==> src/design/cts_pkg.sv <==
// Shared types and constants for the chip thermal frequency stepper.
// No dependencies; cts_eval and the top level import this package.
`timescale 1ns / 1ps

package cts_pkg;

	localparam int CHIP_W      = 4;
	localparam int TEMP_W      = 11;
	localparam int FREQ_W      = 22;
	localparam int STEP_W      = 4;
	localparam int MASK_W      = 4;
	localparam int FIELD_CORES = 4;
	// Four 11-bit temperatures, or an 11-bit limit times four, fit in 13 bits.
	localparam int SUM_W       = 13;
	localparam int CHIP_CODES  = 2 ** CHIP_W;

	localparam logic [TEMP_W-1:0] TEMP_LIMIT_RESET = 11'd784;

	typedef enum logic [1:0] {
		DIR_HOLD   = 2'd0,
		DIR_FASTER = 2'd1,
		DIR_SLOWER = 2'd2
	} dir_t;

	// Step 0 is the fastest entry; entries past the eleventh repeat the slowest.
	localparam logic [FREQ_W-1:0] FREQ_TABLE [16] = '{
		22'd2395000, 22'd2394000, 22'd2261000, 22'd2128000,
		22'd1995000, 22'd1862000, 22'd1729000, 22'd1596000,
		22'd1463000, 22'd1330000, 22'd1197000, 22'd1197000,
		22'd1197000, 22'd1197000, 22'd1197000, 22'd1197000
	};

	typedef struct packed {
		logic [CHIP_W-1:0] chip_index;
		logic [TEMP_W-1:0] temp_core0;
		logic [TEMP_W-1:0] temp_core1;
		logic [TEMP_W-1:0] temp_core2;
		logic [TEMP_W-1:0] temp_core3;
		logic [FREQ_W-1:0] cur_freq_core0;
		logic [FREQ_W-1:0] cur_freq_core1;
		logic [FREQ_W-1:0] cur_freq_core2;
		logic [FREQ_W-1:0] cur_freq_core3;
	} in_item_t;

	typedef struct packed {
		logic [CHIP_W-1:0] chip_out;
		logic [FREQ_W-1:0] new_freq_khz;
		logic [STEP_W-1:0] new_step;
		logic [1:0]        direction;
		logic              hot_at_min;
		logic [MASK_W-1:0] change_mask;
	} result_t;

endpackage

==> src/design/cts_ram.sv <==
// Generic single-write, single-read RAM with a registered read port.
// Used for the per-chip step store; no package dependency.
`timescale 1ns / 1ps

module cts_ram #(
	parameter int WIDTH = 4,
	parameter int DEPTH = 16
) (
	input  logic                                    clk,
	input  logic                                    we,
	input  logic [(DEPTH > 1 ? $clog2(DEPTH) : 1)-1:0] waddr,
	input  logic [WIDTH-1:0]                        wdata,
	input  logic [(DEPTH > 1 ? $clog2(DEPTH) : 1)-1:0] raddr,
	output logic [WIDTH-1:0]                        rdata
);

	logic [WIDTH-1:0] mem_q [DEPTH];

	always_ff @(posedge clk) begin
		if (we) begin
			mem_q[waddr] <= wdata;
		end
		rdata <= mem_q[raddr];
	end

endmodule

==> src/design/cts_eval.sv <==
// Combinational evaluation of one item: temperature sum against the limit,
// step update, table frequency and per-core change mask. Uses cts_pkg.
`timescale 1ns / 1ps

module cts_eval #(
	parameter int CORES_PER_CHIP = 4,
	parameter int NUM_LEVELS     = 11
) (
	input  cts_pkg::in_item_t            item,
	input  logic [cts_pkg::TEMP_W-1:0]   temp_limit,
	input  logic [cts_pkg::STEP_W-1:0]   cur_step,
	output cts_pkg::result_t             result
);

	import cts_pkg::*;

	localparam int USED_CORES = CORES_PER_CHIP < FIELD_CORES ? CORES_PER_CHIP : FIELD_CORES;
	localparam logic [STEP_W-1:0] LAST_STEP = STEP_W'(NUM_LEVELS - 1);

	logic [TEMP_W-1:0] temps [FIELD_CORES];
	logic [FREQ_W-1:0] freqs [FIELD_CORES];
	logic [SUM_W-1:0]  sum;
	logic [SUM_W-1:0]  limit_x;
	logic              hot;
	logic [STEP_W-1:0] next_step;
	dir_t              dir;
	logic              hot_min;
	logic [FREQ_W-1:0] freq;
	logic [MASK_W-1:0] mask;

	assign temps[0] = item.temp_core0;
	assign temps[1] = item.temp_core1;
	assign temps[2] = item.temp_core2;
	assign temps[3] = item.temp_core3;
	assign freqs[0] = item.cur_freq_core0;
	assign freqs[1] = item.cur_freq_core1;
	assign freqs[2] = item.cur_freq_core2;
	assign freqs[3] = item.cur_freq_core3;

	always_comb begin
		sum = '0;
		for (int j = 0; j < USED_CORES; j++) begin
			sum = sum + SUM_W'(temps[j]);
		end
	end

	// Comparing the sum against limit times core count avoids a divider.
	assign limit_x = SUM_W'(temp_limit) * SUM_W'(USED_CORES);
	assign hot = sum > limit_x;

	always_comb begin
		next_step = cur_step;
		dir = DIR_HOLD;
		hot_min = 1'b0;
		if (hot) begin
			if (cur_step >= LAST_STEP) begin
				next_step = LAST_STEP;
				hot_min = 1'b1;
			end else begin
				next_step = cur_step + STEP_W'(1);
				dir = DIR_SLOWER;
			end
		end else if (cur_step != '0) begin
			next_step = cur_step - STEP_W'(1);
			dir = DIR_FASTER;
		end
	end

	assign freq = FREQ_TABLE[next_step];

	always_comb begin
		mask = '0;
		for (int j = 0; j < FIELD_CORES; j++) begin
			mask[j] = (j < USED_CORES) && (freqs[j] != freq);
		end
	end

	always_comb begin
		result.chip_out     = item.chip_index;
		result.new_freq_khz = freq;
		result.new_step     = next_step;
		result.direction    = dir;
		result.hot_at_min   = hot_min;
		result.change_mask  = mask;
	end

endmodule

==> src/design/chip_thermal_frequency_stepper.sv <==
// Chip thermal frequency stepper, top level. Uses cts_pkg, cts_ram, cts_eval.
// An accepted item passes the s1 registers, then the s2 registers, which strobe done.
// Throughput: one item per cycle; busy is always low. The step store read is
// issued at acceptance and an item to the same chip as the one ahead of it
// takes that item's new step by forwarding. The receiver cannot stall.
// Reset clears every chip's step to the fastest entry and restores temp_limit.
`timescale 1ns / 1ps

module chip_thermal_frequency_stepper #(
	parameter int NUM_CHIPS      = 16,
	parameter int CORES_PER_CHIP = 4,
	parameter int NUM_LEVELS     = 11
) (
	input  logic                         clk,
	input  logic                         arst_n,
	input  logic                         start,
	output logic                         busy,
	input  cts_pkg::in_item_t            item,
	input  logic                         cfg_we,
	input  logic [cts_pkg::TEMP_W-1:0]   cfg_data,
	output logic                         done,
	output cts_pkg::result_t             result
);

	import cts_pkg::*;

	localparam int SLOT_W = NUM_CHIPS > 1 ? $clog2(NUM_CHIPS) : 1;

	logic [SLOT_W-1:0] slot_lut [CHIP_CODES];
	logic [SLOT_W-1:0] slot_in;
	logic [TEMP_W-1:0] temp_limit_q;
	logic [NUM_CHIPS-1:0] valid_q;

	logic              start_s1;
	in_item_t          item_s1;
	logic [SLOT_W-1:0] slot_s1;
	logic [STEP_W-1:0] ram_rdata;
	logic [STEP_W-1:0] cur_step;
	result_t           eval_result;

	logic              done_s2;
	result_t           result_s2;
	logic [SLOT_W-1:0] slot_s2;

	// Chip index to store slot, with indices past the chip count wrapping.
	for (genvar g = 0; g < CHIP_CODES; g++) begin : g_slot
		assign slot_lut[g] = SLOT_W'(g % NUM_CHIPS);
	end

	assign slot_in = slot_lut[item.chip_index];
	assign busy = 1'b0;

	always_ff @(posedge clk or negedge arst_n) begin
		if (!arst_n) begin
			temp_limit_q <= TEMP_LIMIT_RESET;
		end else if (cfg_we) begin
			temp_limit_q <= cfg_data;
		end
	end

	always_ff @(posedge clk or negedge arst_n) begin
		if (!arst_n) begin
			start_s1 <= 1'b0;
			done_s2 <= 1'b0;
		end else begin
			start_s1 <= start;
			done_s2 <= start_s1;
		end
	end

	always_ff @(posedge clk) begin
		item_s1 <= item;
		slot_s1 <= slot_in;
		result_s2 <= eval_result;
		slot_s2 <= slot_s1;
	end

	cts_ram #(
		.WIDTH(STEP_W),
		.DEPTH(NUM_CHIPS)
	) u_step_ram (
		.clk  (clk),
		.we   (start_s1),
		.waddr(slot_s1),
		.wdata(eval_result.new_step),
		.raddr(slot_in),
		.rdata(ram_rdata)
	);

	// A chip never written since reset is at the fastest step.
	always_ff @(posedge clk or negedge arst_n) begin
		if (!arst_n) begin
			valid_q <= '0;
		end else if (start_s1) begin
			valid_q[slot_s1] <= 1'b1;
		end
	end

	// The RAM read for this item was taken while the item ahead was still writing.
	always_comb begin
		if (done_s2 && slot_s2 == slot_s1) begin
			cur_step = result_s2.new_step;
		end else if (valid_q[slot_s1]) begin
			cur_step = ram_rdata;
		end else begin
			cur_step = '0;
		end
	end

	cts_eval #(
		.CORES_PER_CHIP(CORES_PER_CHIP),
		.NUM_LEVELS    (NUM_LEVELS)
	) u_eval (
		.item      (item_s1),
		.temp_limit(temp_limit_q),
		.cur_step  (cur_step),
		.result    (eval_result)
	);

	assign done = done_s2;
	assign result = result_s2;

`ifndef NO_ASSERTIONS
	a_latency: assert property (@(posedge clk) disable iff (!arst_n)
		(start && !busy) |-> ##2 done)
		else $error("accepted item did not produce a result two cycles later");

	a_step_range: assert property (@(posedge clk) disable iff (!arst_n)
		done |-> result.new_step <= STEP_W'(NUM_LEVELS - 1))
		else $error("new step beyond the slowest level");

	a_hot_hold: assert property (@(posedge clk) disable iff (!arst_n)
		(done && result.hot_at_min) |->
		(result.new_step == STEP_W'(NUM_LEVELS - 1) && result.direction == DIR_HOLD))
		else $error("hot flag raised without holding at the slowest step");

	a_no_result_idle: assert property (@(posedge clk) disable iff (!arst_n)
		!start |-> ##2 !done)
		else $error("result strobe without an accepted item");
`endif

endmodule

==> config.mk <==
export PLATFORM = sky130hd
export DESIGN_NAME = chip_thermal_frequency_stepper
export DESIGN_NICKNAME = d
export VERILOG_FILES = /design/src/design/cts_pkg.sv /design/src/design/cts_ram.sv /design/src/design/cts_eval.sv /design/src/design/chip_thermal_frequency_stepper.sv
export SDC_FILE = /design/constraint.sdc
export NUM_CORES = 1
export LEC_CHECK = 0
export BUFFER_PORTS_ARGS = -buffer_cell sky130_fd_sc_hd__buf_2
export CAP_MARGIN = 10
export CORE_UTILIZATION = 55
export DETAILED_ROUTE_END_ITERATION = 7
export PLACE_DENSITY = 0.79
export SLEW_MARGIN = 20
export SYNTH_ARGS = -nofsm -noshare
export SYNTH_HDL_FRONTEND = slang
export SYNTH_SLANG_ARGS = --single-unit
==> constraint.sdc <==
create_clock -name clk -period 9.6 [get_ports clk]
set_input_delay 0.96 -clock clk [delete_from_list [all_inputs] [get_ports clk]]
set_output_delay 0.96 -clock clk [all_outputs]
set_load 0.01 [all_outputs]
# [Yosys cells after proc, flatten, opt, wreduce, memory -nomap -nowiden]
# Memories as Yosys holds them, arrays and structs flattened. A register that Yosys moved wholly into a read port is not among the register bits.
# Index checks and enable logic that the tools add are counted.
[totals] reg_bits=210 latch_bits=0 ramBits=64 romBits=416 in_bits=151 output_inout_bits=39 elab_cells=65 n_memories=3
[op_classes] addsub=5 n_mul=0 div=0 n_lt_le_gt_ge=6 n_eq_ne=5 n_shift=0 n_mux=19 bitwise=3 reduce_logical=3
[mem_list] name="(no name shown)" words=16 word_bits=22 rd=1 rd_ports_with_merged_regs=0 wr=0 line_no="cts_eval.sv:69" text="assign freq = FREQ_TABLE[next_step];"
[mem_list] name="(no name shown)" words=16 word_bits=4 rd=1 rd_ports_with_merged_regs=0 wr=0 line_no="chip_thermal_frequency_stepper.sv:50" text="assign slot_in = slot_lut[item.chip_index];"
[mem_list] name="u_step_ram.mem_q" words=16 word_bits=4 rd=1 rd_ports_with_merged_regs=1 wr=1 line_no="cts_ram.sv:17" text="logic [WIDTH-1:0] mem_q [DEPTH];"
[op_table] op="22-bit inequality test" n=4
[op_table] op="22-bit two-way mux" n=2
[op_table] op="4-bit two-way mux" n=7
[op_table] op="13-bit by 11-bit adder with 13-bit output" n=2
[op_table] op="16-bit bitwise OR" n=1
[op_table] op="13-bit greater-than comparator" n=1
[op_table] op="11-bit by 11-bit adder with 12-bit output" n=1
[op_table] op="5-bit greater-or-equal comparator, second input constant" n=2
[op_table] op="4-bit NOT with 5-bit output" n=2
[op_table] op="1-bit two-way mux" n=6
[op_table] op="4-bit by 5-bit < comparator with 1-bit output, second input constant" n=1
[op_table] op="4-bit by 1-bit adder with 4-bit output, second input constant" n=1
[op_table] op="1-bit binary-select mux with 4-bit select" n=1
[op_table] op="1-bit demux with 4-bit select" n=1
[op_table] op="4-bit == test" n=1
[op_table] op="4-bit by 1-bit greater-or-equal comparator with 1-bit output, second input constant" n=1
[op_table] op="4-bit greater-or-equal comparator, second input constant" n=1
[op_table] op="2-bit two-way mux" n=2
[op_table] op="4-bit nonzero test" n=1
[op_table] op="4-bit by 1-bit subtractor with 4-bit output, second input constant" n=1
[op_table] op="1-bit logical AND" n=2

# [Depth between registers and ports, before layout]
# Gate-level depths: netlist of the first run.
[depth] depth_word=12 mapped_depth=39 mapped_depth_nobuf=38

# [By module]
# From an unflattened synthesis of the first run, not the netlist that was laid out.
[unflattened] cells_unflattened=838 area_unflattened_um2=10621.4
[by_module_without_submodules] module="chip_thermal_frequency_stepper" instances=1 cells_each=274 area_per_inst_um2=4882.2 seq_area_each_um2=4272.8
[by_module_without_submodules] module="cts_eval" instances=1 cells_each=434 area_per_inst_um2=3072.9 seq_area_each_um2=0.0
[by_module_without_submodules] module="cts_ram" instances=1 cells_each=130 area_per_inst_um2=2666.3 seq_area_each_um2=2001.9

# [Least setup slack after synthesis of the first run]
# No wires, ideal clock.
[synth_timing] path_kind="register -> register" start="reg item_s1[110] in the netlist's numbering" end="reg result_s2, in the netlist result[2]" setup_time_ns=0.134 t_arrival_ns=7.096 required_ns=9.466 path_slack_ns=2.370 stages_incl_launch_ff=34 n_path_buf=0 period_less_slack_ns=7.230 cell_sequence="dfxtp_1 -> ha_1 -> fa_1 -> inv_1 -> fa_1 -> inv_1 -> ha_1 -> fa_1 -> a21oi_1 -> nor2_1 -> nor2_1 -> o21bai_1 -> a21oi_1 -> nor2b_1 -> o21a_1 -> nor2_1 -> o21bai_1 -> a21oi_1 -> xnor2_1 -> ha_1 -> and3_1 -> nand4_1 -> or3_1 -> o21a_1 -> or4_1 -> and3_1 -> ha_1 -> inv_1 -> a31o_2 -> a21boi_1 -> xnor2_1 -> o31ai_1 -> nand4_1 -> or4_1"
[synth_lines] item="from (decl)" line_no="chip_thermal_frequency_stepper.sv:35" text="in_item_t item_s1;"
[synth_lines] item="from (signal assigned)" line_no="chip_thermal_frequency_stepper.sv:72" text="item_s1 <= item;"
[synth_lines] item="to (signal assigned)" line_no="chip_thermal_frequency_stepper.sv:74" text="result_s2 <= eval_result;"
[synth_lines] item="to (decl)" line_no="chip_thermal_frequency_stepper.sv:42" text="result_t result_s2;"

==> results.json, run 1 <==
{
  "status": "complete, no violations",
  "internal_power_mw": 2.40,
  "grt.busiest_layer": "met2",
  "grt_usage_pct": 23.5,
  "endpoint_kind": "flop",
  "drt_wl_total_microns": 22900,
  "cp.buffers_inverters": 3,
  "synth-async-reset-ratio_pct": 10.9,
  "synthMuxAreaShare_pct": 5.51,
  "cts_resized": 0,
  "slowest_delay_ps": 770,
  "final.setup.tns_ps": 0,
  "ys.flop_type": "dfxtp_1",
  "reg2reg_slack_ps": 980,
  "dpl.cell_count": 1269,
  "synth_simple_gate_area_share_pct": 9.66,
  "rr_worst_depth": 33,
  "worstSkewPairLatency_ps": 530,
  "detail-route-antenna-nets": 0,
  "grt_use_met3_pct": 5.54,
  "worstSetupPathType": "flop to flop",
  "min_period_over_period_pct": 89.8,
  "dr.pass1.iters": 6,
  "viasPerCell": 5.48,
  "synthXorXnorAreaFrac_pct": 4.13,
  "synth.area.top_cells": "dfxtp_1 33%, edfxtp_1 18%, dfrtp_1 6.2%",
  "critical-path-slowest-cell": "and3_1",
  "crit_required_ps": 9990,
  "num_antenna_cells": 0,
  "fmax_mhz": 116,
  "cts_setup_buffers": 0,
  "p_per_area_nw_per_um2": 297,
  "synth_area_sq_um": 10600,
  "fp.coreArea_sq_um": 18800,
  "place.gp.congestion": 0.966,
  "drive_gt1_share_pct": 26.3,
  "synth_edf_count": 64,
  "cts-htree-levels": 1,
  "clkSlewWorstSetupHoldPaths_ps": 60,
  "die_w_microns": 141,
  "grt_pass1_vias": 7198,
  "crit_family": "simple AND/OR/NAND/NOR gates",
  "tightest_slew_ps": 1030,
  "maxSlewViolCount": 0,
  "rsz0062_at_grt": "false",
  "synth_cell_types": 85,
  "post_drt_wl_per_cell_microns": 17.4,
  "synth-compound-area-share_pct": 10.6,
  "fin_cells": 1315,
  "row_count": 50,
  "worstPathMaxFanout": 34,
  "cts_tree": "yes",
  "cts_sinks": 265,
  "drc_errors": 0,
  "rr_startpoint": "item_s1[110]",
  "die_h_microns": 141,
  "switchingPower_mw": 1.31,
  "synthAdderAreaFrac_pct": 7.44,
  "area_growth_pct": 18.2,
  "cts-buffers-inserted": 26,
  "fin_skew_ps": 15.4,
  "seqPwrFrac_pct": 37.2,
  "grt_antenna_before_repair": 0,
  "fin_total_pwr_mw": 3.71,
  "met2_usage_pct": 38.1,
  "ys_seq_area_share_pct": 57.7,
  "synth_top_family_by_area": "compound AO/OA/AOI/OAI gates",
  "pwr-share-comb_pct": 36.3,
  "synth_top_cell_by_area": "dfxtp_1",
  "setup_viol": 0,
  "dp_hpwl_microns": 17000,
  "reg2reg_to": "result[3]",
  "synth_top_area_share_pct": 32.6,
  "grt_max_degree": 39,
  "nNetsFinal": 1269,
  "ys_ff_latch": 265,
  "swShare_pct": 35.3,
  "ir_worst_vdd_v": 0.000172,
  "hold_buffers": 0,
  "critPathLaunchType": "flop",
  "root_buffer": "clkbuf_16",
  "yosys_warnings": 0,
  "crit_arrival_ps": 9010,
  "use_met1_pct": 31.8,
  "power.leakage_nw": 5.43,
  "finalHoldViolCount": 0,
  "die-area_sq_um": 19800,
  "grt_pass1_wl_microns": 36100,
  "hp-class": "input port to asynchronous set/reset pin",
  "max-slew-margin-rel_pct": 30.6,
  "port_buffers": 184,
  "start_util_pct": 56.3,
  "cap_viol_max_count": 0,
  "drt_first_iter_violations": 589,
  "synth_area_per_cell_sq_um": 12.1,
  "num_vias": 7203,
  "io_pins": 190,
  "syn-instance-count": 874,
  "clockBufferDepth": 3,
  "overflow": 0,
  "clockPowerShare_pct": 26.5,
  "fin_crit_ps": 8620
}
[metal layers]
metal | vias up | share of wire (%)
met5 | - | 0
met4 | 0 | 2.5
met3 | 40 | 8.4
met2 | 327 | 46
met1 | 3397 | 43
li1 | 3439 | -
[worst max-delay path by stage]
stage / start / endpoint / cells after the start
final: item_s1[110] / result[3] / 33
after global routing: item_s1[110] / result[3] / 32
after CTS: item_s1[110] / result[3] / 33
after detailed placement: item_s1[110] / result[3] / 33
after global placement: item_s1[110] / result[3] / 33
after floorplan: item_s1[110] / result[2] / 33
[cell usage in the layout, fill, tap and decap left out, types with 6 or more instances in the layout]
cell type,n
a21oi_1,32
and3_1,6
buf_2,184
clkbuf_16,28
clkinv_2,7
dfrtp_1,26
dfxtp_1,172
edfxtp_1,64
fa_1,13
ha_1,42
inv_1,98
mux2i_1,12
mux4_2,20
nand2_1,34
nand2b_1,7
nand3_1,11
nand4_1,7
nor2_1,37
nor2b_1,8
nor3_1,16
o21ai_0,34
o21bai_1,12
o22ai_1,11
or2_2,17
or3_1,6
xnor2_1,35
xor2_1,13
[synthesized netlist by cell type, types with 5 or more instances]
master    number
a21oi_1       32
a22oi_1        5
and3_1         6
buf_4         10
clkbuf_1      10
dfrtp_1       26
dfxtp_1      172
edfxtp_1      64
fa_1          13
ha_1          42
inv_1         98
mux2i_1       12
mux4_2        20
nand2_1       34
nand2b_1       7
nand3_1       11
nand3b_1       5
nand4_1        7
nor2_1        37
nor2b_1        8
nor3_1        16
nor3b_1        5
nor4_1         5
o21ai_0       34
o21bai_1      12
o22ai_1       11
or2_2         17
or3_1          6
or4_1          5
xnor2_1       35
xor2_1        13
[layout make-up]
cell class                 count  area, sq um
inverter                     100          375
multi-input combinational    486         3960
clock inverter                 9         71.3
fill                        1334         6290
clock buffer                  37          768
timing repair buffer         184          921
sequential                   265         6090
tap                          234          293
[flip-flops by register name (all words and copies together), names as in the netlist]
| signal | count |
|---|---|
| valid_q | 16 |
| u_step_ram.rdata | 4 |
| start_s1 | 1 |
| u_step_ram.mem_q | 64 |
| slot_s1 | 3 |
| item_s1 | 133 |
| done | 1 |
| result | 29 |
| temp_limit_q | 11 |
| slot_s2 | 3 |
[per-stage QoR]
step | instance area [sq um] | util, % | hold WS, ps | setup WS (ps)
final | 12500 | 66.5 | 460 | 975
after global routing | 12500 | 66.5 | 481 | 309
after CTS | 12500 | 66.5 | 470 | 986
after detailed placement | 11600 | 62.0 | 455 | 1070
after global placement | 11600 | 62.0 | 451 | 1340
after floorplan | 10600 | - | 326 | 2370
[logic make-up (layout without fill, tap and decap cells)]
| group | count (synthesis) | in the layout |
|---|---|---|
| DFF | 265 | 265 |
| buffers and inverters | 127 | 330 |
| muxes | 33 | 33 |
| other | 1 | 5 |
| and+or+nand+nor | 187 | 187 |
| adders and majority gates | 55 | 55 |
| xor gates and xnor gates | 49 | 49 |
| AOI/OAI and AO/OA | 157 | 157 |
[power by group through the flow]
stage | sequential [mW] | combinational [mW] | clock, mW
5_1_grt | 1.39 | 1.48 | 1.05
4_1_cts | 1.38 | 1.33 | 1.00
6_report | 1.38 | 1.34 | 0.983
3_5_place_dp | 1.40 | 1.32 | 0
2_1_floorplan | 1.41 | 0.935 | 0
3_3_place_gp | 1.40 | 1.30 | 0
[worst register-to-register path: cells and delay by family (launching register included)]
family          cells  cell delay, ps
buf+inv             3             590
fa+ha+maj           5            1720
simple gates       12            2800
xor+xnor            1             100
flops               1             300
mux                 1             200
compound gates     11            2780
(Power assumes the default switching activity.)
==> inputs of run 2 (changes only) <==
CORE_MARGIN = 3   (was default)
==> run 2 against run 1 <==
Against the previous run: global-route usage fell by 2.0 points; critical path depth is 2 lower; hold slack worse by 11 ps; count of clock-buffer cells in the layout up 2; clock power about the same; non-clock buffer count did not move; worst setup slack gained 170 ps; register-to-register slack improved by 170 ps; largest power group unchanged; highest routed layer is now met5.
==> results.json, run 2 (same netlist as run 1, synthesis figures left out) <==
{
  "status": "complete, no violations",
  "io_pins": 190,
  "crit_arrival_ps": 8850,
  "p_per_area_nw_per_um2": 297,
  "worstSkewPairLatency_ps": 530,
  "drt_first_iter_violations": 591,
  "hp-class": "input port to asynchronous set/reset pin",
  "hold_buffers": 0,
  "cts-buffers-inserted": 27,
  "post_drt_wl_per_cell_microns": 17.2,
  "worstSetupPathType": "flop to flop",
  "critical-path-slowest-cell": "and3_1",
  "layout_common_cells": "184 x buf_2, 172 x dfxtp_1, 98 x inv_1",
  "overflow": 0,
  "grt_max_degree": 39,
  "grt_usage_pct": 21.5,
  "cts_tree": "yes",
  "detail-route-antenna-nets": 0,
  "drt_wl_total_microns": 22700,
  "fin_skew_ps": 14.8,
  "dr.pass1.iters": 6,
  "ir_worst_vdd_v": 0.000170,
  "area_growth_pct": 18.5,
  "critPathLaunchType": "flop",
  "cts_setup_buffers": 0,
  "maxSlewViolCount": 0,
  "port_buffers": 184,
  "slowest_delay_ps": 750,
  "power.leakage_nw": 5.43,
  "drc_errors": 0,
  "root_buffer": "clkbuf_16",
  "worstPathMaxFanout": 34,
  "num_antenna_cells": 0,
  "grt_pass1_wl_microns": 35300,
  "row_count": 50,
  "clkSlewWorstSetupHoldPaths_ps": 60,
  "largest_register": "item_s1",
  "cap_viol_max_count": 0,
  "cts_sinks": 265,
  "post-place-ws_ps": 1130,
  "cts_resized": 0,
  "largestRegisters": "item_s1 (133), u_step_ram.mem_q (64), result (29)",
  "grt_antenna_before_repair": 3,
  "endpoint_kind": "flop",
  "rsz0062_at_grt": "false",
  "die-area_sq_um": 20900,
  "num_vias": 7146,
  "fp.coreArea_sq_um": 18800,
  "final.setup.tns_ps": 0,
  "final_common_cell": "buf_2",
  "place.gp.congestion": 0.960,
  "setup_ws_ps": 1150,
  "tightest_slew_ps": 937,
  "cts-htree-levels": 1,
  "die_h_microns": 145,
  "min_period_over_period_pct": 88.0,
  "die_w_microns": 145,
  "viasPerCell": 5.42,
  "clockBufferDepth": 3,
  "fmax_mhz": 118,
  "grt_pass1_vias": 7014,
  "start_util_pct": 56.3,
  "nNetsFinal": 1270,
  "fin_crit_ps": 8450,
  "crit_required_ps": 10000,
  "max-slew-margin-rel_pct": 37.6,
  "largest_register_ff_count": 133,
  "drive_gt1_share_pct": 26.3,
  "setup_viol": 0,
  "dp_hpwl_microns": 17200,
  "finalHoldViolCount": 0
}
==> run 2: critical path, delay by kind of cell (launching register included) <==
kind,cells,cell delay (ps)
adders and majority gates,6,2090
buffers and inverters,3,580
xor gates and xnor gates,1,90
muxes,1,170
DFF,1,300
and+or+nand+nor,10,2660
AOI/OAI and AO/OA,10,2410
==> run 2: worst paths after layout <==
check / startpoint / endpoint / slack [ps] / cells after the start
min in group clk: valid_q[9] / valid_q[9] / 470 / 1
worst min register to register: valid_q[9] / valid_q[9] / 470 / 1
worst max register to register: item_s1[110] / result[3] / 1150 / 31
worst max-delay path: item_s1[110] / result[3] / 1150 / 31
max in group asynchronous: arst_n / temp_limit_q[5] / 8730 / 1
worst min-delay path: arst_n / valid_q[5] / 450 / 1
==> run 2: cell type report <==
class / count / area, sq um
fillers: 1391 / 6250
flip-flops and latches: 265 / 6090
multi-input cells: 486 / 3960
repair buffers: 184 / 921
clock buffers: 39 / 793
inverters: 100 / 375
well taps: 234 / 293
clock inverters: 11 / 82.6
==> run 2: layer usage <==
metal	up-vias	global-route usage (%)	wire [microns]
met1	3339	30.1	9660
met5	-	0	22
met2	319	33.8	10400
met4	6	5.40	465
li1	3443	-	-
met3	39	5.69	2140
==> run 2: report_power, final <==
part / leakage (nW) / internal [mW] / switching [mW] / total (mW)
clock network: 0.429 / 0.580 / 0.421 / 1.00
registers: 2.35 / 1.32 / 0.0531 / 1.38
logic: 2.66 / 0.492 / 0.849 / 1.34
==> run 2: through the flow <==
step | hold slack [ps] | cell area (sq um) | utilization [%] | std cells | total power [mW]
2_1_floorplan | 326 | 10600 | - | 878 | 2.34
3_3_place_gp | 449 | 11600 | 62.0 | 1269 | 2.69
3_5_place_dp | 450 | 11600 | 62.0 | 1269 | 2.72
4_1_cts | 468 | 12500 | 66.7 | 1319 | 3.72
5_1_grt | 482 | 12500 | 66.7 | 1319 | 3.94
6_report | 449 | 12500 | 66.7 | 1319 | 3.72
